## config.mk

```make
export PLATFORM = sky130hd
export DESIGN_NAME = tpim_div_step
export DESIGN_NICKNAME = d
export VERILOG_FILES = /design/src/sv/tpim_pkg.sv /design/src/sv/tpim_div_step.sv
export SDC_FILE = /design/constraint.sdc
export NUM_CORES = 1
export LEC_CHECK = 0
export BUFFER_PORTS_ARGS = -buffer_cell sky130_fd_sc_hd__clkbuf_2
export CAP_MARGIN = 20
export CELL_PAD_IN_SITES_DETAIL_PLACEMENT = 0
export CELL_PAD_IN_SITES_GLOBAL_PLACEMENT = 1
export CORE_ASPECT_RATIO = 1.1
export CORE_UTILIZATION = 39
export CTS_BUF_LIST = sky130_fd_sc_hd__clkbuf_8
export CTS_CLUSTER_DIAMETER = 40
export CTS_CLUSTER_SIZE = 25
export DETAILED_ROUTE_END_ITERATION = 6
export HOLD_SLACK_MARGIN = 0.1
export PLACE_DENSITY = 0.86
export SLEW_MARGIN = 20
export SYNTH_ARGS = -nofsm -noshare
export SYNTH_HDL_FRONTEND = slang
export SYNTH_SLANG_ARGS = --single-unit
```

## constraint.sdc

```tcl
create_clock -name clk -period 1.4 [get_ports clk]
set_input_delay 0.21 -clock clk [delete_from_list [all_inputs] [get_ports clk]]
set_output_delay 0.21 -clock clk [all_outputs]
set_load 0.02 [all_outputs]
```

## src/sv/tpim_pkg.sv

```systemverilog
package tpim_pkg;

    localparam int MAX_AXES       = 4;
    localparam int INDEX_BITS     = 20;
    localparam int STEP_BITS      = INDEX_BITS + 1;
    localparam int REG_AXES       = 4;
    localparam int DIV_AXES       = REG_AXES - 1;
    localparam int AXES_LIMIT     = (MAX_AXES < REG_AXES) ? MAX_AXES : REG_AXES;
    localparam int COUNT_BITS     = 3;
    localparam int ORDER_BITS     = 2 * REG_AXES;
    localparam int CFG_INDEX_BITS = 4;
    localparam int CFG_DATA_BITS  = STEP_BITS;

    // Input register, then per divided axis one stage per quotient bit plus a
    // multiply and an accumulate stage, then multiply and accumulate for the last axis.
    localparam int AXIS_STAGES = INDEX_BITS + 2;
    localparam int PIPE_STAGES = 1 + DIV_AXES * AXIS_STAGES + 2;

    localparam logic [COUNT_BITS-1:0] AXIS_COUNT_RESET = 3'd4;
    localparam logic [ORDER_BITS-1:0] AXIS_ORDER_RESET = 8'd228;

    typedef enum logic [CFG_INDEX_BITS-1:0] {
        CFG_AXIS_COUNT   = 4'd0,
        CFG_AXIS_ORDER   = 4'd1,
        CFG_OUT_STEP_0   = 4'd2,
        CFG_OUT_STEP_1   = 4'd3,
        CFG_OUT_STEP_2   = 4'd4,
        CFG_SRC_STRIDE_0 = 4'd5,
        CFG_SRC_STRIDE_1 = 4'd6,
        CFG_SRC_STRIDE_2 = 4'd7
    } cfg_addr_t;

    typedef struct packed {
        logic [COUNT_BITS-1:0]              axis_count;
        logic [ORDER_BITS-1:0]              axis_order;
        logic [DIV_AXES-1:0][STEP_BITS-1:0] out_step;
        logic [DIV_AXES-1:0][STEP_BITS-1:0] src_stride;
    } cfg_t;

    // work holds the partial remainder in the upper half and the dividend
    // bits, which turn into quotient bits, in the lower half.
    typedef struct packed {
        logic [2*INDEX_BITS-1:0] work;
        logic [INDEX_BITS-1:0]   sum;
        logic [INDEX_BITS-1:0]   prod;
    } stage_t;

    typedef struct packed {
        logic [STEP_BITS-1:0]  divisor;
        logic                  zero;
        logic [INDEX_BITS-1:0] stride;
    } axis_param_t;

    function automatic logic [COUNT_BITS-1:0] axes_in_use(input logic [COUNT_BITS-1:0] count);
        logic [COUNT_BITS-1:0] n;
        n = count;
        if (n == '0)
            n = COUNT_BITS'(1);
        if (int'(n) > AXES_LIMIT)
            n = COUNT_BITS'(AXES_LIMIT);
        return n;
    endfunction

    // Output step of a divided axis; the last axis in use always divides by one.
    function automatic logic [STEP_BITS-1:0] axis_divisor(input cfg_t cfg, input int j);
        logic [COUNT_BITS-1:0] n;
        logic [STEP_BITS-1:0]  d;
        n = axes_in_use(cfg.axis_count);
        if (j + 1 >= int'(n))
            d = STEP_BITS'(1);
        else
            d = cfg.out_step[j];
        return d;
    endfunction

    // Source stride of the axis that output axis j reads.
    function automatic logic [INDEX_BITS-1:0] axis_stride(input cfg_t cfg, input int j);
        logic [COUNT_BITS-1:0] n;
        logic [1:0]            a;
        logic [COUNT_BITS-1:0] ax;
        logic [STEP_BITS-1:0]  s;
        n  = axes_in_use(cfg.axis_count);
        a  = cfg.axis_order[2*j +: 2];
        ax = COUNT_BITS'(a);
        if (ax >= n)
            s = '0;
        else if (ax + COUNT_BITS'(1) == n)
            s = STEP_BITS'(1);
        else begin
            case (a)
                2'd0:    s = cfg.src_stride[0];
                2'd1:    s = cfg.src_stride[1];
                2'd2:    s = cfg.src_stride[2];
                default: s = STEP_BITS'(1);
            endcase
        end
        return s[INDEX_BITS-1:0];
    endfunction

endpackage

```

## src/sv/tpim_div_step.sv

```systemverilog
module tpim_div_step (
    input  logic                           clk,
    input  logic                           rst_n,
    input  logic                           en,
    input  logic                           valid_in,
    input  tpim_pkg::stage_t               data_in,
    input  logic [tpim_pkg::STEP_BITS-1:0] divisor,
    output logic                           valid_out,
    output tpim_pkg::stage_t               data_out
);

    localparam int IB = tpim_pkg::INDEX_BITS;

    logic [tpim_pkg::STEP_BITS-1:0] hi;
    logic [tpim_pkg::STEP_BITS-1:0] diff;
    logic                           take;
    tpim_pkg::stage_t               data_next;
    tpim_pkg::stage_t               data_reg;
    logic                           valid_reg;

    // One restoring step: shift in the next dividend bit, subtract when it fits.
    always_comb
    begin
        hi        = data_in.work[2*IB-1:IB-1];
        take      = (hi >= divisor);
        diff      = take ? (hi - divisor) : hi;
        data_next = data_in;
        data_next.work = {diff[IB-1:0], data_in.work[IB-2:0], take};
    end

    always_ff @(posedge clk or negedge rst_n)
    begin
        if (!rst_n)
            valid_reg <= 1'b0;
        else if (en)
            valid_reg <= valid_in;
    end

    always_ff @(posedge clk)
    begin
        if (en)
            data_reg <= data_next;
    end

    assign valid_out = valid_reg;
    assign data_out  = data_reg;

endmodule

```

# == After elaboration in Yosys (flattened, before gate mapping) ==
# Index checks and enable logic that the tools add are counted.
# op_classes
n_mux,1
addsub,1
magnitude_cmp,1
# op_table
op,n
$ge 21x21->1,1
$mux 20,1
$sub 20x20->20,1
# word_totals
wordCells,7
out_inout_bits,81
reg_bits,81

# == Longest topological paths before layout ==
# logic_depth
depth_word,2
ltp_mapped,11
ltp_nobuf,9

# == Least setup slack after synthesis ==
# OpenSTA, ideal clock, no wires.
# synth_path
path_type,input-to-reg
startpoint,input port divisor[11] (netlist bit)
endpoint,"register data_reg, in the netlist data_out[69], data pin"
path_stages,11
setup_ps,260
slack_ps,-855
path_buffers,2
arrival_ps,1994
path_cell_list,inv_1 -> ha_1 -> buf_2 -> nand4_1 -> nor3_1 -> a31oi_1 -> o21a_1 -> and2_4 -> inv_8 -> buf_12 -> mux2_4
# synth_between
elab_chain_cells,2
# synth_rtl
item,line_no,rtl
start: declaration,tpim_div_step.sv:7,"input logic [tpim_pkg::STEP_BITS-1:0] divisor,"
$ge 21x21->1,tpim_div_step.sv:25,take = (hi >= divisor);
net take,tpim_div_step.sv:16,logic take;
$mux 20,tpim_div_step.sv:26,diff = take ? (hi - divisor) : hi;
net diff (one bit),tpim_div_step.sv:15,logic [tpim_pkg::STEP_BITS-1:0] diff;
end signal: assignment,tpim_div_step.sv:42,data_reg <= data_next;
end: declaration,tpim_div_step.sv:18,tpim_pkg::stage_t data_reg;
# The timed path passes the listed nets, and every way through them passes these cells.
# A chain may end at the register's enable or synchronous reset.

# == Final worst setup path ==
# layout_path
startpoint,input port divisor[1] (netlist bit)
endpoint,"register data_reg, in the netlist data_out[70], data pin"
# layout_between
elab_chain_cells,2
elab_cells_between_ends,3
cone_classes,add/sub (1); order compare (1); mux (1)
# layout_rtl
item,line_no
$sub 20x20->20 / $ge 21x21->1 (equally long branches),"tpim_div_step.sv:26, tpim_div_step.sv:25"
$mux 20 *,tpim_div_step.sv:26
net diff (one bit),tpim_div_step.sv:15
# Mark *: on every way through the listed nets, which the timed path passes. The rest lies on a longest branch.

==> results.toml <==
[sta]
layout_setup_ws_ns = -0.545
period_minus_slack_ns = 1.94
finalHoldViolCount = 0
report.final.slew_viol_count = 0
rsz0062_at_grt = "yes"
clock_skew_ns = 0
worst_pin_slew_ns = 0.410
final-setup-viol-count = 21
max_slew_margin_pct = 72.5
post-route-period-util_pct = 139
fmax_mhz = 514
holdWs_ns = 0.165
tns_ns = -10.38

[floorplan]
io_pins = 186
core_um2 = 9840
fp.dieArea_um2 = 10500
dieHeight_um = 107
rows = 38
die_w_um = 97.6
start_util_pct = 39.9

[power]
p_switching_mw = 2.10
p_leak_nw = 3.03
p_total_mw = 6.75
power.density_nw_per_um2 = 994
p_sw_share_pct = 31.1
p_comb_share_pct = 31.8
p_clk_share_pct = 23.5
power_frac_seq_pct = 44.7
intPower_mw = 4.66
vdd_drop_max_v = 0.000555

[place]
pre_cts_ws_ns = -1.06
place.gp.congestion = 0.840
dp_hpwl_um = 8330
portBuffers = 185

[synthesis]
syn-cell-area_um2 = 3920
async_flop_share_pct = 1.23
seq_area_frac_synth_pct = 61.9
avgSynthCellArea_um2 = 13.7
synth_cells = 287
ys_types = 45
ys_warn_count = 0
ys_ff_latch = 81
syn_nets = 414
synth-main-ff-cell = "edfxtp_1"
synth_edf_count = 80

[global_route]
grt_pass1_wl_um = 18800
grt_overflow_total = 0
antenna_found_initial = 0
grt_pass1_vias = 3636
grt.total_usage_pct = 23.8
grt_max_degree = 26

[critical_path]
critPathSlowestCell = "a211o_1"
crit_chain = "clkbuf_16 -> inv_12 -> ha_4 -> nand2b_4 -> a211o_1 -> a211oi_4 -> buf_4 -> o31ai_4 -> and2_4 -> inv_12 -> mux2_4"
cp_num_buf_inv = 4
cp_max_fo = 8
crit_type = "primary input to flip-flop"
critPathLaunchType = "primary input"
critPathArrivalTime_ns = 2.06
end_kind = "flip-flop"
critPathMaxStageDelay_ns = 0.30
crit_family = "compound AO/OA/AOI/OAI gates"
crit_top_cell = "inv_12"
required_ns = 1.51

[layout]
layout_commonest_cell = "clkbuf_2"
layout_common_cells = "clkbuf_2 (181), edfxtp_1 (80), buf_4 (69)"
area_delta_synth_final_pct = 73.2
final_util_pct = 69.1
drive_above_1_share_pct = 56.3
antennaDiodeCount = 0
nets = 740

[job]
cap_violations = 0

[clock_tree]
cts_tree = "yes"
clk_path_buf_depth = 2
numCtsBuffers = 9
cts.sinks = 81
clock_latency_ns = 0.35
cts_htree_levels = 3
path_clk_slew_ns = 0.09
cts-root-buf = "clkbuf_8"

[hold_path]
hold_class = "primary input to flip-flop"

[routing]
num_vias = 3625
wl_per_cell_um = 17.0
ant_nets = 0
drt-total-wl_um = 12500
remaining_drc_errors = 38
post_drt_via_cell_ratio = 4.91
first_pass_iters = 7
drt_iter0_markers = 198

[run_status]
run_status = "finished, violations left"
failed_checks = "DRC, setup timing"
[registers in the layout (all words and copies together), names as in the netlist]
name / flops
valid_out: 1
data_out: 80
[cell type report]
class | instances | area (um2)
inverters | 27 | 129
clock buffers | 9 | 124
flip-flops and latches | 81 | 2430
fillers | 687 | 3050
clock inverters | 7 | 53.8
multi-input cells | 173 | 1730
repair buffers | 320 | 2170
well taps | 120 | 150
repair inverters | 1 | 16.3
[cells in the mapped netlist (all sizes together), types with 6 or more instances]
master | count | area share, %
o21ai | 12 | 1.5
mux2 | 15 | 5.0
buf | 6 | 1.6
nor2 | 11 | 1.1
nand2 | 20 | 1.9
a21oi | 18 | 2.7
ha | 21 | 6.7
edfxtp | 80 | 61
xnor2 | 8 | 1.8
xor2 | 6 | 1.3
nor3 | 8 | 1.0
inv | 27 | 2.8
[logic make-up after synthesis]
logic type	after synthesis	synth area share (%)
and+or+nand+nor	60	7.33
DFF	81	61.9
AOI/OAI and AO/OA	61	10.8
buffers and inverters	33	4.40
xor gates and xnor gates	14	3.13
adders and majority gates	22	7.21
muxes	16	5.23
[path summary, 6_finish.rpt]
path,startpoint,cells past startpoint,end,slack (ns)
max,divisor[1],11,data_out[70],-0.54
min,data_in[62],2,data_out[63],0.17
max reg2reg,valid_out,1,valid_out,0.65
min reg2reg,valid_out,1,valid_out,0.52
max in group asynchronous,rst_n,2,valid_out,1.13
min in group asynchronous,rst_n,2,valid_out,0.18
[through the flow]
step                      instances  area, um2
after floorplan                 287       4190
after global placement          651       5700
after detailed placement        651       5700
after CTS                       732       6640
after global routing            738       6800
final                           738       6800
[layer usage]
layer / vias to the layer above / global-route usage (%) / wire [um]
met4: 0 / 5.63 / 168
li1: 1728 / - / -
met3: 16 / 5.22 / 853
met1: 1709 / 27.7 / 4870
met5: - / 0 / 0
met2: 172 / 44.6 / 6650
[timing repair]
item                                    in CTS  in global routing
setup buffers                                3                  6
resized for setup                           26                 25
pin swaps                                   10                 15
endpoints found under the setup margin      21                 21
gates cloned                                 1                  0
hold buffers                                61                  0
endpoints found under the hold margin       61                  0
[power groups by stage]
stage                     Clock (mW)  Combinational, mW  Sequential [mW]
final                           1.59               2.14             3.02
after global routing            1.73               2.29             3.04
after CTS                       1.63               2.04             3.01
after detailed placement           0               1.80             3.06
after global placement             0               1.77             3.06
after floorplan                    0              0.715             3.36
Power figures use the tool's default switching activity.
