==> config.mk <==
export PLATFORM = sky130hd
export DESIGN_NAME = tpim_mul_stage
export DESIGN_NICKNAME = d
export VERILOG_FILES = /design/src/sv/tpim_pkg.sv /design/src/sv/tpim_mul_stage.sv
export SDC_FILE = /design/constraint.sdc
export NUM_CORES = 1
export LEC_CHECK = 0
export ABC_AREA = 1
export BUFFER_PORTS_ARGS = -buffer_cell sky130_fd_sc_hd__buf_2
export CAP_MARGIN = 20
export CORE_MARGIN = 2
export CORE_UTILIZATION = 56
export CTS_CLUSTER_DIAMETER = 40
export DETAILED_ROUTE_END_ITERATION = 8
export PLACE_DENSITY = 0.82
export SLEW_MARGIN = 10
export SYNTH_ARGS = -nofsm -noshare
export SYNTH_HDL_FRONTEND = slang
export SYNTH_SLANG_ARGS = --single-unit
==> constraint.sdc <==
create_clock -name clk -period 0.9 [get_ports clk]
set_input_delay 0.18 -clock clk [delete_from_list [all_inputs] [get_ports clk]]
set_output_delay 0.18 -clock clk [all_outputs]
set_load 0.005 [all_outputs]
==> src/sv/tpim_pkg.sv <==
package tpim_pkg;

    localparam int MAX_AXES       = 4;
    localparam int INDEX_BITS     = 20;
    localparam int STEP_BITS      = INDEX_BITS + 1;
    localparam int REG_AXES       = 4;
    localparam int DIV_AXES       = REG_AXES - 1;
    localparam int AXES_LIMIT     = (MAX_AXES < REG_AXES) ? MAX_AXES : REG_AXES;
    localparam int COUNT_BITS     = 3;
    localparam int ORDER_BITS     = 2 * REG_AXES;
    localparam int CFG_INDEX_BITS = 4;
    localparam int CFG_DATA_BITS  = STEP_BITS;

    // Input register, then per divided axis one stage per quotient bit plus a
    // multiply and an accumulate stage, then multiply and accumulate for the last axis.
    localparam int AXIS_STAGES = INDEX_BITS + 2;
    localparam int PIPE_STAGES = 1 + DIV_AXES * AXIS_STAGES + 2;

    localparam logic [COUNT_BITS-1:0] AXIS_COUNT_RESET = 3'd4;
    localparam logic [ORDER_BITS-1:0] AXIS_ORDER_RESET = 8'd228;

    typedef enum logic [CFG_INDEX_BITS-1:0] {
        CFG_AXIS_COUNT   = 4'd0,
        CFG_AXIS_ORDER   = 4'd1,
        CFG_OUT_STEP_0   = 4'd2,
        CFG_OUT_STEP_1   = 4'd3,
        CFG_OUT_STEP_2   = 4'd4,
        CFG_SRC_STRIDE_0 = 4'd5,
        CFG_SRC_STRIDE_1 = 4'd6,
        CFG_SRC_STRIDE_2 = 4'd7
    } cfg_addr_t;

    typedef struct packed {
        logic [COUNT_BITS-1:0]              axis_count;
        logic [ORDER_BITS-1:0]              axis_order;
        logic [DIV_AXES-1:0][STEP_BITS-1:0] out_step;
        logic [DIV_AXES-1:0][STEP_BITS-1:0] src_stride;
    } cfg_t;

    // work holds the partial remainder in the upper half and the dividend
    // bits, which turn into quotient bits, in the lower half.
    typedef struct packed {
        logic [2*INDEX_BITS-1:0] work;
        logic [INDEX_BITS-1:0]   sum;
        logic [INDEX_BITS-1:0]   prod;
    } stage_t;

    typedef struct packed {
        logic [STEP_BITS-1:0]  divisor;
        logic                  zero;
        logic [INDEX_BITS-1:0] stride;
    } axis_param_t;

    function automatic logic [COUNT_BITS-1:0] axes_in_use(input logic [COUNT_BITS-1:0] count);
        logic [COUNT_BITS-1:0] n;
        n = count;
        if (n == '0)
            n = COUNT_BITS'(1);
        if (int'(n) > AXES_LIMIT)
            n = COUNT_BITS'(AXES_LIMIT);
        return n;
    endfunction

    // Output step of a divided axis; the last axis in use always divides by one.
    function automatic logic [STEP_BITS-1:0] axis_divisor(input cfg_t cfg, input int j);
        logic [COUNT_BITS-1:0] n;
        logic [STEP_BITS-1:0]  d;
        n = axes_in_use(cfg.axis_count);
        if (j + 1 >= int'(n))
            d = STEP_BITS'(1);
        else
            d = cfg.out_step[j];
        return d;
    endfunction

    // Source stride of the axis that output axis j reads.
    function automatic logic [INDEX_BITS-1:0] axis_stride(input cfg_t cfg, input int j);
        logic [COUNT_BITS-1:0] n;
        logic [1:0]            a;
        logic [COUNT_BITS-1:0] ax;
        logic [STEP_BITS-1:0]  s;
        n  = axes_in_use(cfg.axis_count);
        a  = cfg.axis_order[2*j +: 2];
        ax = COUNT_BITS'(a);
        if (ax >= n)
            s = '0;
        else if (ax + COUNT_BITS'(1) == n)
            s = STEP_BITS'(1);
        else begin
            case (a)
                2'd0:    s = cfg.src_stride[0];
                2'd1:    s = cfg.src_stride[1];
                2'd2:    s = cfg.src_stride[2];
                default: s = STEP_BITS'(1);
            endcase
        end
        return s[INDEX_BITS-1:0];
    endfunction

endpackage

==> src/sv/tpim_mul_stage.sv <==
module tpim_mul_stage (
    input  logic                  clk,
    input  logic                  rst_n,
    input  logic                  en,
    input  logic                  valid_in,
    input  tpim_pkg::stage_t      data_in,
    input  tpim_pkg::axis_param_t param,
    output logic                  valid_out,
    output tpim_pkg::stage_t      data_out
);

    localparam int IB = tpim_pkg::INDEX_BITS;

    logic [IB-1:0]    quot;
    logic [IB-1:0]    rem;
    logic [IB-1:0]    prod;
    tpim_pkg::stage_t data_next;
    tpim_pkg::stage_t data_reg;
    logic             valid_reg;

    // A zero step leaves the dividend in the remainder half and adds nothing.
    always_comb
    begin
        quot      = data_in.work[IB-1:0];
        rem       = data_in.work[2*IB-1:IB];
        prod      = quot * param.stride;
        data_next = data_in;
        data_next.prod = param.zero ? '0 : prod;
        data_next.work = {{IB{1'b0}}, rem};
    end

    always_ff @(posedge clk or negedge rst_n)
    begin
        if (!rst_n)
            valid_reg <= 1'b0;
        else if (en)
            valid_reg <= valid_in;
    end

    always_ff @(posedge clk)
    begin
        if (en)
            data_reg <= data_next;
    end

    assign valid_out = valid_reg;
    assign data_out  = data_reg;

endmodule

==> run metrics, run 1 <==
status=stopped before the end; Stopped at=global routing; Error=[ERROR GRT-0232] Routing congestion too high. Check the congestion heatmap in the GUI.; largest net degree at the start of global routing=19; chip width=130 um; Yosys Warn Count=0; post-GRT worst EP=data_out[19]$_SDFFCE_PP0P_/D; Initial Util=between 50 and 60%; GRT overflow=4; number of distinct library cells after synthesis=33; input/output buffers=between 100 and 150; CTS Buf Count=9; CTS sink count=around 60; Post-DP HPWL=between 15 and 20 mm; gr usage total=between 50% and 60%; Post-Place Cells=about 1600; RePlAce Congestion=roughly 0.99; maximum clock path buffer count=2; Chip Height=around 130 um; H-Tree Depth=3; Post-Synthesis Cell Area=roughly 9000 um2; Seq cells post-synth=61; post-place instance area=roughly 11000 um2; worst endpoint type=sequential cell input; CTS root buf=clkbuf_16; Top Ports=207; Seq/Total Area, Yosys=20.5%; Rows=46; Mapped Avg Cell Area=about 8.0 um2; post-synthesis instance total=around 1100
-- timing repair --
item,4_1_cts
hold buffers,1
resized for setup,218
endpoints found under the hold margin,1
gates cloned,1
setup endpoints to repair,80
pin swaps,102
setup buffers,26
-- cell usage after synthesis (all sizes together) --
| cell | count | area (um2) |
|---|---|---|
| xnor2 | 4 | 35.0 |
| dfrtp | 1 | 25.0 |
| nand3 | 27 | 145 |
| nand4 | 1 | 6.26 |
| edfxtp | 60 | 1800 |
| nand2 | 314 | 1190 |
| o31ai | 1 | 7.51 |
| or2 | 1 | 6.26 |
| mux2 | 1 | 11.3 |
| a21o | 1 | 7.51 |
| o21ai | 20 | 100 |
| conb | 1 | 3.75 |
| clkinv | 1 | 3.75 |
| o21bai | 1 | 7.51 |
| ha | 69 | 863 |
| o21a | 2 | 15.0 |
| fa | 137 | 2740 |
| buf | 39 | 256 |
| nor2 | 28 | 108 |
| nand3b | 3 | 22.5 |
| a21oi | 33 | 165 |
| nor3 | 3 | 15.0 |
| clkbuf | 20 | 75.1 |
| nor4 | 1 | 6.26 |
| xor2 | 5 | 43.8 |
| inv | 336 | 1260 |
-- logic make-up after synthesis --
| family | Yosys count | synth area share, % |
|---|---|---|
| fa+ha+maj | 206 | 40.4 |
| other cells | 1 | 0.0420 |
| xor+xnor | 9 | 0.883 |
| flops | 61 | 20.5 |
| buf+inv | 396 | 17.9 |
| compound gates | 58 | 3.39 |
| simple gates | 378 | 16.8 |
| mux | 1 | 0.126 |
-- layer usage --
| layer | track usage (%) | overflow |
|---|---|---|
| met4 | 46.4 | 1 |
| met5 | 5.29 | 0 |
| met1 | 52.2 | 0 |
| met2 | 72.8 | 3 |
| met3 | 37.1 | 0 |
-- per-stage QoR --
stage	hold WS (ns)	worst slack, ns	util (%)
2_1_floorplan	-0.116	-4.40	-
3_3_place_gp	-0.0456	-4.68	70.3
3_5_place_dp	-0.0412	-4.77	70.3
4_1_cts	0.0230	-4.24	78.4
==> run 2, diff against run 1 <==
--- a/config.mk
+++ b/config.mk
@@ -9,10 +9,9 @@
 export BUFFER_PORTS_ARGS = -buffer_cell sky130_fd_sc_hd__buf_2
 export CAP_MARGIN = 20
 export CORE_MARGIN = 2
-export CORE_UTILIZATION = 56
-export CTS_CLUSTER_DIAMETER = 40
+export CORE_UTILIZATION = 40
 export DETAILED_ROUTE_END_ITERATION = 8
-export PLACE_DENSITY = 0.82
+export PLACE_DENSITY_LB_ADDON = 0.15
 export SLEW_MARGIN = 10
 export SYNTH_ARGS = -nofsm -noshare
 export SYNTH_HDL_FRONTEND = slang
==> run 2 against run 1 <==
Synthesized area unchanged. Synthesized cell count did not move. The flow now finishes, with violations (negative setup slack).
==> run metrics, run 2 <==
design area=around 13000 um2; Synth top area share=30.7% (unchanged); min cycle time layout=~5.2 ns; post-synthesis instance total=1110 (unchanged); skew final=0 ns; Top Ports=207 (unchanged); Post-Place Cells=1635 (+5.5%); Arrival @ worst endpoint=roughly 5.3 ns; Synth async-reset ratio=1.64% (unchanged); First-pass DRT Iterations=5; input/output buffers=145 (unchanged); failing checks=negative setup slack; # nets final=1729; Chip Height=153 um (+18%); terminus of the critical flop-to-flop path=valid_out; Mapped Avg Cell Area=8.04 um2 (unchanged); Post-Synthesis Cell Area=8930 um2 (unchanged); CTS root buf=clkbuf_16; CP Class=in2reg; most common cell after layout, fill and taps aside=inv_1; worst path required time=about 0.99 ns; clock transition at the registers of the reported paths=0.06 ns; post-place instance area=11400 um2 (+2.8%); Rows=54 (+17%); Seq/Total Area, Yosys=20.5% (unchanged); RSZ-0062 raised after global routing=yes; die area=23500 um2; fin crit share=579%; CTS sink count=61 (unchanged); Seq cells post-synth=61 (unchanged); status=finished, violations left; critical path fanouts, max=4; Synth area leader=fa_1; n_diodes=0; FMAX=192 MHz; Vias/cell=roughly 4.5; Fin. Hold Viols=0; utilization after layout=58.6%; max reg flops=60; initial DRC count=367; largest net degree at the start of global routing=15; WL final=24.1 mm; Post-DP HPWL=20.1 mm (+3.9%); Yosys Warn Count=0 (unchanged); Wirelength per Cell=14.3 um; max-cap check violation count=0; top-count cell post-synth=inv_1; Synth top cells by count=335 x inv_1, 308 x nand2_1, 137 x fa_1; H-Tree Depth=3 (unchanged); maximum clock path buffer count=2 (unchanged); antenna violations before repair=0; chip width=153 um (+18%); R2R cell count=1; top cells by area, synth=fa_1 31%, edfxtp_1 20%, inv_1 14%, nand2_1 13%, ha_1 9.7%; Initial Util=40.8% (-16 points); commonest cells after routing, fill and taps aside=290 x inv_1, 276 x nand2_1, 122 x buf_4; Reg area=about 1800 um2; GRT overflow=0; FILL cells=around 2000; Worst Hold Launch=data_in[74]; number of remaining DRC errors=0; Critical Path Start=data_in[53]; antenna-violating nets left=0; crit end category=flip-flop; Hold Crit Class=in2reg; first-pass GRT wire length=~39 mm; CTS tree=done; vias in the first global route=slightly below 8000; clock latency on the worst-skew pair=about 0.32 ns; vias=between 7000 and 8000; number of distinct library cells after synthesis=33 (unchanged); worst setup margin=-4.31 ns; ys flop type=edfxtp_1; flop-to-flop setup slack=~0.16 ns; gr usage total=a little over a fifth; end point of the critical path=data_out[19]; Critical Path Start Type=input port; footprint of the multi-input gates=~6500 um2; Place WS=-4.79 ns (-0.0151 ns); worst hold stages=1; EDFF count, synth=60 (unchanged); Slew Limit Fails=0; layout cell share with drive strength beyond 1=a little under two fifths; Core ar.=about 22000 um2; # setup viols final=80; Area Overhead vs Synth=43.7%; worst flop-to-flop path startpoint=valid_out; CTS Buf Count=9 (unchanged); RePlAce Congestion=0.873 (-12%); Final Instance Count excl. Fillers=roughly 1700
run 2: what timing repair did:
item | 4_1_cts | 5_1_grt
hold buffers | 1 | 0
pin swaps | 56 | 68
gates resized for setup | 161 | 99
hold endpoints to repair | 1 | 0
buffers inserted | 20 | 13
endpoints found under the setup margin | 80 | 80
run 2: worst min path at each step:
stage | end | slack [ns]
after floorplan | valid_out | -0.12
after global placement | valid_out | -0.04
after detailed placement | valid_out | -0.04
after CTS | data_out[39] | 0.02
after global routing | data_out[31] | 0.01
final | data_out[54] | 0.03
run 2: worst max-delay path: stages:
cell and delay [ns]:
buf_12 0.09, buf_8 0.10, nand2_4 0.04, fa_1 0.55
inv_2 0.04, fa_1 0.49, inv_2 0.04, fa_1 0.51
inv_2 0.04, fa_1 0.55, fa_1 0.44, fa_1 0.55
inv_2 0.05, fa_1 0.51, inv_2 0.05, ha_4 0.28
inv_4 0.04, nor3_4 0.12, nand4_1 0.18, o21ai_1 0.19
nor2_2 0.06, a21oi_1 0.12, nor2_1 0.05
run 2: per-stage QoR:
step / hold slack (ns) / TNS, ns
floorplan: -0.116 / -62.18
global placement: -0.0433 / -70.23
global route: 0.00977 / -73.64
detailed placement: -0.0429 / -71.09
CTS: 0.0182 / -68.87
finish: 0.0254 / -68.89
run 2: routing by layer:
| metal | share of wire [%] | up-vias | GRT usage (%) |
|---|---|---|---|
| met4 | 0.78 | 0 | 2.40 |
| met1 | 45 | 3731 | 28.0 |
| li1 | - | 3741 | - |
| met2 | 51 | 154 | 37.4 |
| met3 | 3.7 | 18 | 2.84 |
| met5 | 0 | - | 0 |
run 2: area by class of cell:
cell class	instances	share of cell area, %
Inverter	337	9.89
Clock buffer	9	1.75
Timing Repair Buffer	316	20.1
Sequential cell	61	14.2
Clock inverter	7	0.331
Multi-Input combinational cell	672	50.9
Tap cell	280	2.73
run 2: cells by family (layout without fill, tap and decap cells):
logic type | after synthesis | count (layout) | synth area share [%]
flops | 61 | 61 | 20.5
simple gates | 378 | 378 | 16.8
xor+xnor | 9 | 9 | 0.883
fa+ha+maj | 206 | 206 | 40.4
buf+inv | 396 | 669 | 17.9
compound gates | 58 | 58 | 3.39
other cells | 1 | 20 | 0.0420
mux | 1 | 1 | 0.126
Power of run 2 is left out: the tool's default activity adds up to more than one toggle a clock period on the data nets, which glitch-free logic cannot reach.
