File: src/sv/tpim_pkg.sv
package tpim_pkg;

    localparam int MAX_AXES       = 4;
    localparam int INDEX_BITS     = 20;
    localparam int STEP_BITS      = INDEX_BITS + 1;
    localparam int REG_AXES       = 4;
    localparam int DIV_AXES       = REG_AXES - 1;
    localparam int AXES_LIMIT     = (MAX_AXES < REG_AXES) ? MAX_AXES : REG_AXES;
    localparam int COUNT_BITS     = 3;
    localparam int ORDER_BITS     = 2 * REG_AXES;
    localparam int CFG_INDEX_BITS = 4;
    localparam int CFG_DATA_BITS  = STEP_BITS;

    // Input register, then per divided axis one stage per quotient bit plus a
    // multiply and an accumulate stage, then multiply and accumulate for the last axis.
    localparam int AXIS_STAGES = INDEX_BITS + 2;
    localparam int PIPE_STAGES = 1 + DIV_AXES * AXIS_STAGES + 2;

    localparam logic [COUNT_BITS-1:0] AXIS_COUNT_RESET = 3'd4;
    localparam logic [ORDER_BITS-1:0] AXIS_ORDER_RESET = 8'd228;

    typedef enum logic [CFG_INDEX_BITS-1:0] {
        CFG_AXIS_COUNT   = 4'd0,
        CFG_AXIS_ORDER   = 4'd1,
        CFG_OUT_STEP_0   = 4'd2,
        CFG_OUT_STEP_1   = 4'd3,
        CFG_OUT_STEP_2   = 4'd4,
        CFG_SRC_STRIDE_0 = 4'd5,
        CFG_SRC_STRIDE_1 = 4'd6,
        CFG_SRC_STRIDE_2 = 4'd7
    } cfg_addr_t;

    typedef struct packed {
        logic [COUNT_BITS-1:0]              axis_count;
        logic [ORDER_BITS-1:0]              axis_order;
        logic [DIV_AXES-1:0][STEP_BITS-1:0] out_step;
        logic [DIV_AXES-1:0][STEP_BITS-1:0] src_stride;
    } cfg_t;

    // work holds the partial remainder in the upper half and the dividend
    // bits, which turn into quotient bits, in the lower half.
    typedef struct packed {
        logic [2*INDEX_BITS-1:0] work;
        logic [INDEX_BITS-1:0]   sum;
        logic [INDEX_BITS-1:0]   prod;
    } stage_t;

    typedef struct packed {
        logic [STEP_BITS-1:0]  divisor;
        logic                  zero;
        logic [INDEX_BITS-1:0] stride;
    } axis_param_t;

    function automatic logic [COUNT_BITS-1:0] axes_in_use(input logic [COUNT_BITS-1:0] count);
        logic [COUNT_BITS-1:0] n;
        n = count;
        if (n == '0)
            n = COUNT_BITS'(1);
        if (int'(n) > AXES_LIMIT)
            n = COUNT_BITS'(AXES_LIMIT);
        return n;
    endfunction

    // Output step of a divided axis; the last axis in use always divides by one.
    function automatic logic [STEP_BITS-1:0] axis_divisor(input cfg_t cfg, input int j);
        logic [COUNT_BITS-1:0] n;
        logic [STEP_BITS-1:0]  d;
        n = axes_in_use(cfg.axis_count);
        if (j + 1 >= int'(n))
            d = STEP_BITS'(1);
        else
            d = cfg.out_step[j];
        return d;
    endfunction

    // Source stride of the axis that output axis j reads.
    function automatic logic [INDEX_BITS-1:0] axis_stride(input cfg_t cfg, input int j);
        logic [COUNT_BITS-1:0] n;
        logic [1:0]            a;
        logic [COUNT_BITS-1:0] ax;
        logic [STEP_BITS-1:0]  s;
        n  = axes_in_use(cfg.axis_count);
        a  = cfg.axis_order[2*j +: 2];
        ax = COUNT_BITS'(a);
        if (ax >= n)
            s = '0;
        else if (ax + COUNT_BITS'(1) == n)
            s = STEP_BITS'(1);
        else begin
            case (a)
                2'd0:    s = cfg.src_stride[0];
                2'd1:    s = cfg.src_stride[1];
                2'd2:    s = cfg.src_stride[2];
                default: s = STEP_BITS'(1);
            endcase
        end
        return s[INDEX_BITS-1:0];
    endfunction

endpackage

File: src/sv/tpim_acc_stage.sv
module tpim_acc_stage (
    input  logic             clk,
    input  logic             rst_n,
    input  logic             en,
    input  logic             valid_in,
    input  tpim_pkg::stage_t data_in,
    output logic             valid_out,
    output tpim_pkg::stage_t data_out
);

    tpim_pkg::stage_t data_next;
    tpim_pkg::stage_t data_reg;
    logic             valid_reg;

    // The sum wraps at the index width.
    always_comb
    begin
        data_next     = data_in;
        data_next.sum = data_in.sum + data_in.prod;
    end

    always_ff @(posedge clk or negedge rst_n)
    begin
        if (!rst_n)
            valid_reg <= 1'b0;
        else if (en)
            valid_reg <= valid_in;
    end

    always_ff @(posedge clk)
    begin
        if (en)
            data_reg <= data_next;
    end

    assign valid_out = valid_reg;
    assign data_out  = data_reg;

endmodule

File: config.mk
export PLATFORM = sky130hd
export DESIGN_NAME = tpim_acc_stage
export DESIGN_NICKNAME = d
export VERILOG_FILES = /design/src/sv/tpim_pkg.sv /design/src/sv/tpim_acc_stage.sv
export SDC_FILE = /design/constraint.sdc
export NUM_CORES = 1
export LEC_CHECK = 0
export ABC_AREA = 1
export CORE_ASPECT_RATIO = 0.6
export CORE_UTILIZATION = 45
export CTS_BUF_LIST = sky130_fd_sc_hd__clkbuf_16
export CTS_CLUSTER_SIZE = 8
export DETAILED_ROUTE_END_ITERATION = 6
export DONT_BUFFER_PORTS = 1
export GPL_ROUTABILITY_DRIVEN = 0
export GPL_TIMING_DRIVEN = 0
export PLACE_DENSITY_LB_ADDON = 0.3
export SYNTH_ARGS = -nofsm -noshare
export SYNTH_HDL_FRONTEND = slang
export SYNTH_SLANG_ARGS = --single-unit
File: constraint.sdc
create_clock -name clk -period 1.2 [get_ports clk]
set_input_delay 0.24 -clock clk [delete_from_list [all_inputs] [get_ports clk]]
set_output_delay 0.24 -clock clk [all_outputs]
set_load 0.01 [all_outputs]
==> Word level (Yosys, flattened, before mapping) <==
Index checks and enable logic that the tools add are counted.
Widths: inputs -> output; s select.
{ "word_totals": {"register_bits": 81, "input_bits": 84, "out_inout_bits": 81, "word_cells": 5} }
{ "op_classes": {"n_addsub": 1} }
{ "op_table": {"columns": ["operator", "count"], "rows": [
  ["$add 20x20->20", 1]
]} }

==> Depth between registers and ports, before layout <==
Gate-level depths: netlist of the first run.
{ "depth": {"depth_word": 1, "mapped_depth": 11, "ltp_nobuf": 11} }

==> Worst setup path before layout of the first run <==
Ideal clock, no wire load.
{ "synth_path": {"path_type": "input -> register", "from": "in data_in[0] (netlist bit)", "to": "reg data_reg (netlist bit data_out[36]), data pin", "setup_ns": 0.252, "arrival_ns": 1.400, "required_time_ns": 0.948, "path_slack_ns": -0.452, "path_stages": 10, "n_path_buf": 0, "path_cell_list": "ha_1 > fa_1 > nand3_1 > nand3_1 > nand2_1 > nand2_1 > nand2_1 > nand2_1 > nand2_1 > nand2_1"} }
{ "synth_lines": {"columns": ["element", "line_no", "rtl"], "rows": [
  ["start: declaration", "tpim_acc_stage.sv:6", "input tpim_pkg::stage_t data_in,"],
  ["end signal: assignment", "tpim_acc_stage.sv:33", "data_reg <= data_next;"],
  ["end: declaration", "tpim_acc_stage.sv:12", "tpim_pkg::stage_t data_reg;"]
]} }

==> results.sh, run 1 <==
export IMPL_grt_ovfl_total=0
export IMPL_dieArea_sq_um=8450
export IMPL_portBuffers=0
export IMPL_worst_pin_slew_ns=0.352
export IMPL_start_util_pct=48.2
export IMPL_yosysUniqueCellTypes=23
export IMPL_violations="setup timing"
export IMPL_reg2regPathDepth=1
export IMPL_r2r_slack_ns=0.40
export IMPL_drive_gt1_share_pct=17.5
export IMPL_cpPeakStageDelay_ns=0.40
export IMPL_finalCriticalPeriod_ns=1.26
export IMPL_grt_pass1_wl_um=13400
export IMPL_maxSlewHeadroom_pct=76.3
export IMPL_die_w_um=118
export IMPL_hold_end="data_out[64]"
export IMPL_final_common_cell="nand2_1"
export IMPL_power_uw=7400
export IMPL_cts_buffers=9
export IMPL_rsz0062_at_grt="yes"
export IMPL_vias_per_cell=5.09
export IMPL_hold_path_class="input pin to flop"
export IMPL_crit_chain="ha_4, fa_2, nand3_2, nand3_2, nand2_2, nand2_4, nand2_2, nand2_1, nand2_1, nand2_1"
export IMPL_start_kind="input pin"
export IMPL_coreArea_sq_um=7540
export IMPL_drtPass1Iterations=4
export IMPL_status="finished with violations"
export IMPL_dp_hpwl_um=5780
export IMPL_power_leakage_uw=0.00199
export IMPL_finalHoldViolCount=0
export IMPL_cp_max_fo=4
export IMPL_antenna_found_initial=0
export IMPL_crit_required_ns=1.29
export IMPL_wirelength_um=8790
export IMPL_area_delta_synth_final_pct=37.6
export IMPL_setup_viol=3
export IMPL_grt_max_degree=82
export IMPL_fin_util_pct=66.4
export IMPL_fin_area_sq_um=5000
export IMPL_netlist_instances=307
export IMPL_nets=487
export IMPL_cts_buffer_depth=2
export IMPL_hp_start="en"
export IMPL_r2r_end="valid_out"
export IMPL_clk_latency_ns=0.33
export IMPL_crit_arrival_ns=1.35
export IMPL_path_common_cell="nand2_1"
export IMPL_fp_row_count=24
export IMPL_path_clk_slew_ns=0.06
export IMPL_rr_startpoint="valid_out"
export IMPL_critPathBufInv=0
export IMPL_synth_seq_area_share_pct=66.8
export IMPL_gr_usage_all_layers_pct=21.6
export IMPL_fmax_mhz=795
export IMPL_drt_iter0_markers=155
export IMPL_diodes=0
export IMPL_synth_seq_cells=81
export IMPL_ant_nets=0
export IMPL_syn_area_per_cell_sq_um=11.8
export IMPL_netlist_area_sq_um=3640
export IMPL_syn_num_nets=411
export IMPL_drv_slew=0
export IMPL_p_per_area_nw_per_um2=1480
export IMPL_dpl_instance_area_sq_um=4040
export IMPL_pin_count=165
export IMPL_h_tree_depth=3
export IMPL_cts_tree="yes"
export IMPL_cts_root_buffer="clkbuf_16"
export IMPL_synth_warnings=0
export IMPL_grt_pass1_vias=2522
export IMPL_fin_skew_ns=0
export IMPL_numClockSinks=81
export IMPL_finalCritPeriodShare_pct=105
export IMPL_whs_path_depth=0
export IMPL_vias=2503
export IMPL_layout_common_cells="nand2_1, edfxtp_1, dlygate4sd3_1"
export IMPL_drv_cap=0
export IMPL_worstSetupPathType="input pin to flop"
export IMPL_die_h_um=71.6
export IMPL_drc=0
export IMPL_critPathSlowestCell="fa_2"
export IMPL_vdd_drop_max_v=0.000771
export IMPL_worst_slack_ns=-0.0573
export IMPL_crit_family="simple AND/OR/NAND/NOR gates"
export IMPL_num_fill_cells=545
export IMPL_endpoint_kind="flop"
export IMPL_wl_per_cell_um=17.9
worst max-delay path by stage:
stage	from	endpoint	slack, ns	cells past startpoint
finish	data_in[20]	data_out[36]	-0.06	10
global route	data_in[20]	data_out[32]	-0.14	10
CTS	data_in[20]	data_out[36]	-0.05	10
detailed placement	data_in[0]	data_out[32]	-0.49	10
global placement	data_in[0]	data_out[36]	-0.47	10
floorplan	data_in[0]	data_out[36]	-0.30	10
where the power goes:
group,switching (uW),internal [uW],leakage (uW)
Clock,1120,1630,0.000148
Combinational,454,476,0.00105
Sequential,259,3460,0.000794
Total,1840,5560,0.00199
metal layers:
metal	track usage [%]	share of wire (%)
met1	28.1	44
met2	34.1	46
met3	8.04	9.3
met4	6.41	1.2
met5	0	0
cells by family after synthesis:
kind of cell | Yosys count | share of synthesized area (%)
AOI/OAI and AO/OA | 20 | 2.99
xor gates and xnor gates | 10 | 2.41
adders and majority gates | 20 | 7.09
buffers and inverters | 34 | 3.51
DFF | 81 | 66.8
muxes | 1 | 0.310
and+or+nand+nor | 141 | 16.9
sequential cells by signal (all words and copies together), names as in the netlist:
signal	count
data_out	80
valid_out	1
layout make-up:
class / instances / area [sq um] / share of cell area (%)
clock inverter: 7 / 77.6 / 1.55
sequential: 81 / 2430 / 48.5
multi-input combinational: 192 / 1370 / 27.5
tap: 104 / 130 / 2.60
inverter: 34 / 128 / 2.55
clock buffer: 9 / 225 / 4.50
timing repair buffer: 65 / 643 / 12.9
per-stage QoR:
stage	std cells	hold WS, ns	setup WS (ns)	setup TNS, ns
finish	492	0.0172	-0.0573	-0.134
CTS	491	0.0101	-0.0453	-0.0822
global placement	411	-0.0556	-0.473	-4.19
global route	492	-0.00102	-0.144	-0.516
floorplan	307	-0.0556	-0.300	-2.26
detailed placement	411	-0.0556	-0.489	-4.34
synthesized netlist by cell type:
cell type / count / area (sq um)
o21bai_1: 2 / 15.0
nand3_2: 4 / 40.0
nand2_2: 5 / 31.3
xor2_1: 8 / 70.1
nor2_2: 5 / 31.3
dfrtp_1: 1 / 25.0
edfxtp_1: 80 / 2400
nand3b_1: 1 / 7.51
a21oi_2: 1 / 8.76
inv_1: 34 / 128
xnor2_1: 2 / 17.5
o21ai_0: 3 / 15.0
nor3_1: 3 / 15.0
and2_1: 1 / 6.26
mux2_2: 1 / 11.3
and2_4: 1 / 8.76
nand4_1: 1 / 6.26
fa_1: 1 / 20.0
nor2_1: 15 / 56.3
ha_1: 19 / 238
nand2_1: 90 / 338
nand3_1: 15 / 75.1
a21oi_1: 14 / 70.1
what timing repair did:
action / in CTS / in global routing
gates resized for setup: 4 / 2
hold endpoints to repair: 61 / 1
setup endpoints to repair: 5 / 6
hold buffers: 61 / 1
setup buffers: 3 / 0
pin swaps: 5 / 3
Power figures use the tool's default switching activity.
==> run 2: changes to the inputs <==
--- a/config.mk
+++ b/config.mk
@@ -15,6 +15,7 @@
 export GPL_ROUTABILITY_DRIVEN = 0
 export GPL_TIMING_DRIVEN = 0
 export PLACE_DENSITY_LB_ADDON = 0.3
+export SETUP_SLACK_MARGIN = 0.1
 export SYNTH_ARGS = -nofsm -noshare
 export SYNTH_HDL_FRONTEND = slang
 export SYNTH_SLANG_ARGS = --single-unit
==> run 2 against run 1 <==
The flow still finishes with violations (setup timing). Clock skew unchanged. Sequential power about the same. Critical path depth decreased by 3. Final cell count increased by 1.8%. Combinational power increased by 17%. Clock-buffer cell count unchanged. Via count increased by 1.4%. Largest power group unchanged. Highest routed layer unchanged.
==> results.sh, run 2 (same netlist as run 1, synthesis figures left out) <==
export IMPL_power_leakage_uw=0.00207
export IMPL_power_uw=7310
export IMPL_dp_hpwl_um=5790
export IMPL_grt_ovfl_total=0
export IMPL_nets=496
export IMPL_drtPass1Iterations=4
export IMPL_cts_tree="yes"
export IMPL_r2r_slack_ns=0.40
export IMPL_clk_latency_ns=0.33
export IMPL_grt_pass1_wl_um=12900
export IMPL_p_per_area_nw_per_um2=1400
export IMPL_fin_skew_ns=0
export IMPL_num_fill_cells=523
export IMPL_die_w_um=118
export IMPL_vias_per_cell=5.07
export IMPL_grt_max_degree=82
export IMPL_coreArea_sq_um=7540
export IMPL_cp_max_fo=4
export IMPL_status="finished with violations"
export IMPL_start_util_pct=48.2
export IMPL_die_h_um=71.6
export IMPL_path_clk_slew_ns=0.06
export IMPL_drc=0
export IMPL_cts_root_buffer="clkbuf_16"
export IMPL_worst_pin_slew_ns=0.414
export IMPL_portBuffers=0
export IMPL_cts_buffers=9
export IMPL_hold_end="data_out[17]"
export IMPL_start_kind="input pin"
export IMPL_vias=2538
export IMPL_violations="setup timing"
export IMPL_crit_arrival_ns=1.33
export IMPL_pin_count=165
export IMPL_largest_register_ffs=80
export IMPL_rsz0062_at_grt="yes"
export IMPL_cpPeakStageDelay_ns=0.40
export IMPL_crit_required_ns=1.29
export IMPL_ant_nets=0
export IMPL_diodes=0
export IMPL_path_common_cell="nand3_2"
export IMPL_whs_ns=0.0120
export IMPL_drv_cap=0
export IMPL_drv_slew=0
export IMPL_grt_pass1_vias=2452
export IMPL_rr_startpoint="valid_out"
export IMPL_wl_per_cell_um=17.7
export IMPL_worstSetupPathType="input pin to flop"
export IMPL_fin_tns_setup_ns=-0.127
export IMPL_dieArea_sq_um=8450
export IMPL_drive_gt1_share_pct=26.2
export IMPL_whs_path_depth=0
export IMPL_hp_start="en"
export IMPL_maxSlewHeadroom_pct=72.2
export IMPL_reg2regPathDepth=1
export IMPL_final_common_cell="edfxtp_1"
export IMPL_critPathSlowestCell="fa_2"
export IMPL_worst_slack_ns=-0.0431
export IMPL_cts_buffer_depth=2
export IMPL_numClockSinks=81
export IMPL_antenna_found_initial=0
export IMPL_endpoint_kind="flop"
export IMPL_vdd_drop_max_v=0.000809
export IMPL_hold_path_class="input pin to flop"
export IMPL_finalHoldViolCount=0
export IMPL_h_tree_depth=3
export IMPL_gr_usage_all_layers_pct=20.9
export IMPL_area_delta_synth_final_pct=43.4
export IMPL_finalCriticalPeriod_ns=1.24
export IMPL_finalCritPeriodShare_pct=104
export IMPL_fp_row_count=24
export IMPL_drt_iter0_markers=179
export IMPL_setup_viol=3
export IMPL_layout_common_cells="edfxtp_1, nand2_1, dlygate4sd3_1"
export IMPL_wirelength_um=8880
export IMPL_fmax_mhz=804
export IMPL_r2r_end="valid_out"
export IMPL_crit_chain="ha_4, fa_2, nand3_2, nand3_2, buf_4, buf_6, xor2_1"
[run 2: final cells by class]
cell class / instances / area, sq um / share of cell area, %
clock buffer: 9 / 225 / 4.32
tap: 104 / 130 / 2.50
inverter: 34 / 130 / 2.50
timing repair buffer: 74 / 714 / 13.7
sequential: 81 / 2430 / 46.5
multi-input combinational: 192 / 1530 / 29.4
clock inverter: 7 / 53.8 / 1.03
[run 2: per-layer routing]
metal | up-vias | track usage [%] | wire [um]
met2 | 122 | 32.7 | 4160
met5 | - | 0 | 0
li1 | 1217 | - | -
met3 | 13 | 7.72 | 820
met4 | 0 | 6.41 | 110
met1 | 1186 | 27.5 | 3800
[run 2: worst max path at each step]
| stage | startpoint | to | slack, ns | cells past startpoint |
|---|---|---|---|---|
| final | data_in[0] | data_out[24] | -0.04 | 7 |
| after global placement | data_in[0] | data_out[36] | -0.47 | 10 |
| after global routing | data_in[0] | data_out[32] | -0.12 | 10 |
| after CTS | data_in[0] | data_out[32] | -0.02 | 10 |
| after floorplan | data_in[0] | data_out[36] | -0.30 | 10 |
| after detailed placement | data_in[0] | data_out[32] | -0.48 | 10 |
[run 2: metrics by stage]
stage | setup WS, ns | utilization, % | area [sq um] | instances
6_report | -0.0431 | 69.2 | 5220 | 501
5_1_grt | -0.123 | 69.2 | 5220 | 501
4_1_cts | -0.0240 | 66.0 | 4970 | 492
3_5_place_dp | -0.482 | 53.6 | 4040 | 411
3_3_place_gp | -0.469 | 53.6 | 4040 | 411
2_1_floorplan | -0.300 | - | 3910 | 307
[run 2: power breakdown]
group / leakage, uW / switching [uW] / internal (uW)
clock network: 0.000130 / 1090 / 1420
registers: 0.000794 / 256 / 3460
logic: 0.00114 / 541 / 549
[run 2: what timing repair did]
item                                   CTS  global route
hold buffers                            61             1
buffers inserted                         4             8
pin swaps                                3            27
setup endpoints to repair                6            12
endpoints found under the hold margin   61             2
gates resized for setup                  4            48
[run 2: worst max-delay path, delay by kind of cell]
family | cells | cell delay, ns
buffers and inverters | 2 | 0.25
adder cells (fa/ha/maj) | 2 | 0.54
XOR/XNOR | 1 | 0.13
AND/OR/NAND/NOR | 2 | 0.18
==> run 3: changes to the inputs <==
--- a/config.mk
+++ b/config.mk
@@ -6,12 +6,13 @@
 export NUM_CORES = 1
 export LEC_CHECK = 0
 export ABC_AREA = 1
+export ABC_CLOCK_PERIOD_IN_PS = 1400
+export BUFFER_PORTS_ARGS = -buffer_cell sky130_fd_sc_hd__buf_4
 export CORE_ASPECT_RATIO = 0.6
 export CORE_UTILIZATION = 45
 export CTS_BUF_LIST = sky130_fd_sc_hd__clkbuf_16
 export CTS_CLUSTER_SIZE = 8
 export DETAILED_ROUTE_END_ITERATION = 6
-export DONT_BUFFER_PORTS = 1
 export GPL_ROUTABILITY_DRIVEN = 0
 export GPL_TIMING_DRIVEN = 0
 export PLACE_DENSITY_LB_ADDON = 0.3
==> constraint.sdc (replaced) <==
create_clock -name clk -period 1.4 [get_ports clk]
set_input_delay 0.28 -clock clk [delete_from_list [all_inputs] [get_ports clk]]
set_output_delay 0.28 -clock clk [all_outputs]
set_load 0.01 [all_outputs]
==> run 3 against run 2 <==
Global-route usage increased by 1.6 points. Non-clock buffer count rose by 103. Final area increased by 11%. Register-to-register slack better by 0.26 ns. Critical endpoint is now data_out[36]. Clock-buffer cell count did not move. Die area unchanged. Largest cell class unchanged. Sequential power decreased by 19%. Critical path depth up 4. Via count up 19%. The run still ends with setup timing left. Wire length rose by 10%. Setup slack better by 0.0098 ns. First-iteration DRC count increased by 56%.
==> results.sh, run 3 (same netlist as run 1, synthesis figures left out) <==
export IMPL_status="finished with violations"
export IMPL_violations="setup timing"
export IMPL_finalHoldViolCount=0
export IMPL_rr_startpoint="valid_out"
export IMPL_grt_max_degree=82
export IMPL_critPathSlowestCell="fa_2"
export IMPL_dieArea_sq_um=8450
export IMPL_grt_pass1_wl_um=14200
export IMPL_vdd_drop_max_v=0.000754
export IMPL_cpPeakStageDelay_ns=0.41
export IMPL_maxSlewHeadroom_pct=32.4
export IMPL_drv_slew=0
export IMPL_wirelength_um=9790
export IMPL_portBuffers=164
export IMPL_fmax_mhz=698
export IMPL_switchingPower_uw=1760
export IMPL_drt_iter0_markers=280
export IMPL_worstSetupPathType="input pin to flop"
export IMPL_seqPwrFrac_pct=45.3
export IMPL_p_sw_share_pct=26.4
export IMPL_power_leakage_uw=0.00259
export IMPL_path_common_cell="nand2_1"
export IMPL_ant_nets=0
export IMPL_drive_gt1_share_pct=52.6
export IMPL_path_clk_slew_ns=0.06
export IMPL_pin_count=165
export IMPL_dp_hpwl_um=6980
export IMPL_cts_tree="yes"
export IMPL_whs_ns=0.118
export IMPL_fin_cells=604
export IMPL_rsz0062_at_grt="yes"
export IMPL_fin_util_pct=76.7
export IMPL_p_int_uw=4900
export IMPL_die_h_um=71.6
export IMPL_vias=3014
export IMPL_final_common_cell="buf_4"
export IMPL_cts_buffers=9
export IMPL_finalCritPeriodShare_pct=102
export IMPL_vias_per_cell=4.99
export IMPL_power_uw=6660
export IMPL_fp_row_count=24
export IMPL_critPathBufInv=1
export IMPL_endpoint_kind="flop"
export IMPL_clk_latency_ns=0.33
export IMPL_crit_arrival_ns=1.53
export IMPL_start_util_pct=48.2
export IMPL_drv_cap=0
export IMPL_hold_path_class="input pin to flop"
export IMPL_cts_root_buffer="clkbuf_16"
export IMPL_cp_max_fo=4
export IMPL_area_delta_synth_final_pct=58.9
export IMPL_clock_power_share_pct=31.9
export IMPL_worst_slack_ns=-0.0333
export IMPL_wl_per_cell_um=16.2
export IMPL_largest_register_ffs=80
export IMPL_p_per_area_nw_per_um2=1150
export IMPL_whs_path_depth=1
export IMPL_crit_chain="buf_8, ha_4, fa_2, nand3_2, nand3_2, nand2_2, nand2_4, nand2_2, nand2_1, nand2_1, nand2_1"
export IMPL_h_tree_depth=3
export IMPL_crit_family="simple AND/OR/NAND/NOR gates"
export IMPL_die_w_um=118
export IMPL_diodes=0
export IMPL_dp_cells=575
export IMPL_worst_pin_slew_ns=1.01
export IMPL_fin_skew_ns=0
export IMPL_grt_ovfl_total=0
export IMPL_reg2regPathDepth=1
export IMPL_coreArea_sq_um=7540
export IMPL_layout_common_cells="buf_4, edfxtp_1, nand2_1"
export IMPL_r2r_slack_ns=0.66
export IMPL_gr_usage_all_layers_pct=22.5
export IMPL_start_kind="input pin"
export IMPL_antenna_found_initial=0
export IMPL_hp_start="data_in[67]"
export IMPL_combPwrFrac_pct=22.8
export IMPL_r2r_end="valid_out"
export IMPL_grt_pass1_vias=2810
export IMPL_numClockSinks=81
export IMPL_finalCriticalPeriod_ns=1.43
export IMPL_setup_viol=3
export IMPL_drtPass1Iterations=5
export IMPL_drc=0
export IMPL_cts_buffer_depth=2
export IMPL_hold_end="data_out[67]"
export IMPL_nets=599
export IMPL_crit_required_ns=1.49
==> run 3: cell count changes in the layout (fill, tap and decap cells not counted), moves of 2 or more <==
cell | previous run | this run
a21oi_2 | 3 | 5
buf_4 | 11 | 174
clkinv_2 | 0 | 2
clkinv_4 | 1 | 3
dlygate4sd3_1 | 62 | 1
inv_6 | 3 | 0
nand2_1 | 67 | 69
nand2_4 | 11 | 8
nor2_1 | 12 | 14
nor2_4 | 5 | 2
==> run 3: worst max-delay path by stage <==
stage / startpoint / endpoint / slack [ns] / cells past startpoint
floorplan: data_in[0] / data_out[36] / -0.14 / 10
global placement: data_in[0] / data_out[36] / -0.44 / 11
detailed placement: data_in[0] / data_out[36] / -0.45 / 11
CTS: data_in[20] / data_out[36] / -0.02 / 11
global route: data_in[3] / data_out[30] / -0.08 / 10
finish: data_in[0] / data_out[36] / -0.03 / 11
==> run 3: cell type report <==
cell class                 count  area (sq um)
tap                          104           130
clock buffer                   9           225
timing repair buffer         177          1340
sequential                    81          2430
clock inverter                 7          47.5
inverter                      34           128
fill                         477          1760
multi-input combinational    192          1480
==> run 3: power by group through the flow <==
stage / Sequential (uW) / Clock, uW / Combinational, uW
CTS: 3020 / 2180 / 1390
floorplan: 3190 / 0 / 500
finish: 3020 / 2130 / 1520
global route: 3040 / 2250 / 1630
detailed placement: 3070 / 0 / 1370
global placement: 3050 / 0 / 1340
==> run 3: metrics by stage <==
step                      setup WS (ns)  cell area [sq um]  TNS [ns]
after floorplan                  -0.140               3910    -0.521
after global placement           -0.436               5270     -7.89
after detailed placement         -0.448               5270     -9.45
after CTS                       -0.0169               5580   -0.0278
after global routing            -0.0841               5780    -0.307
final                           -0.0333               5780   -0.0841
==> run 3: metal layers <==
layer / part of all wire (%) / track usage, % / vias up
met5: 0 / 0 / -
met4: 1.2 / 5.70 / 0
met3: 9.1 / 9.32 / 21
met2: 48 / 35.9 / 157
met1: 42 / 28.9 / 1413
li1: - / - / 1423
==> run 3: repair_timing <==
| item | 4_1_cts | 5_1_grt |
|---|---|---|
| hold endpoints to repair | 1 | 0 |
| endpoints found under the setup margin | 6 | 10 |
| pin swaps | 7 | 26 |
| buffers inserted | 1 | 11 |
| resized for setup | 6 | 35 |
| hold buffers | 1 | 0 |
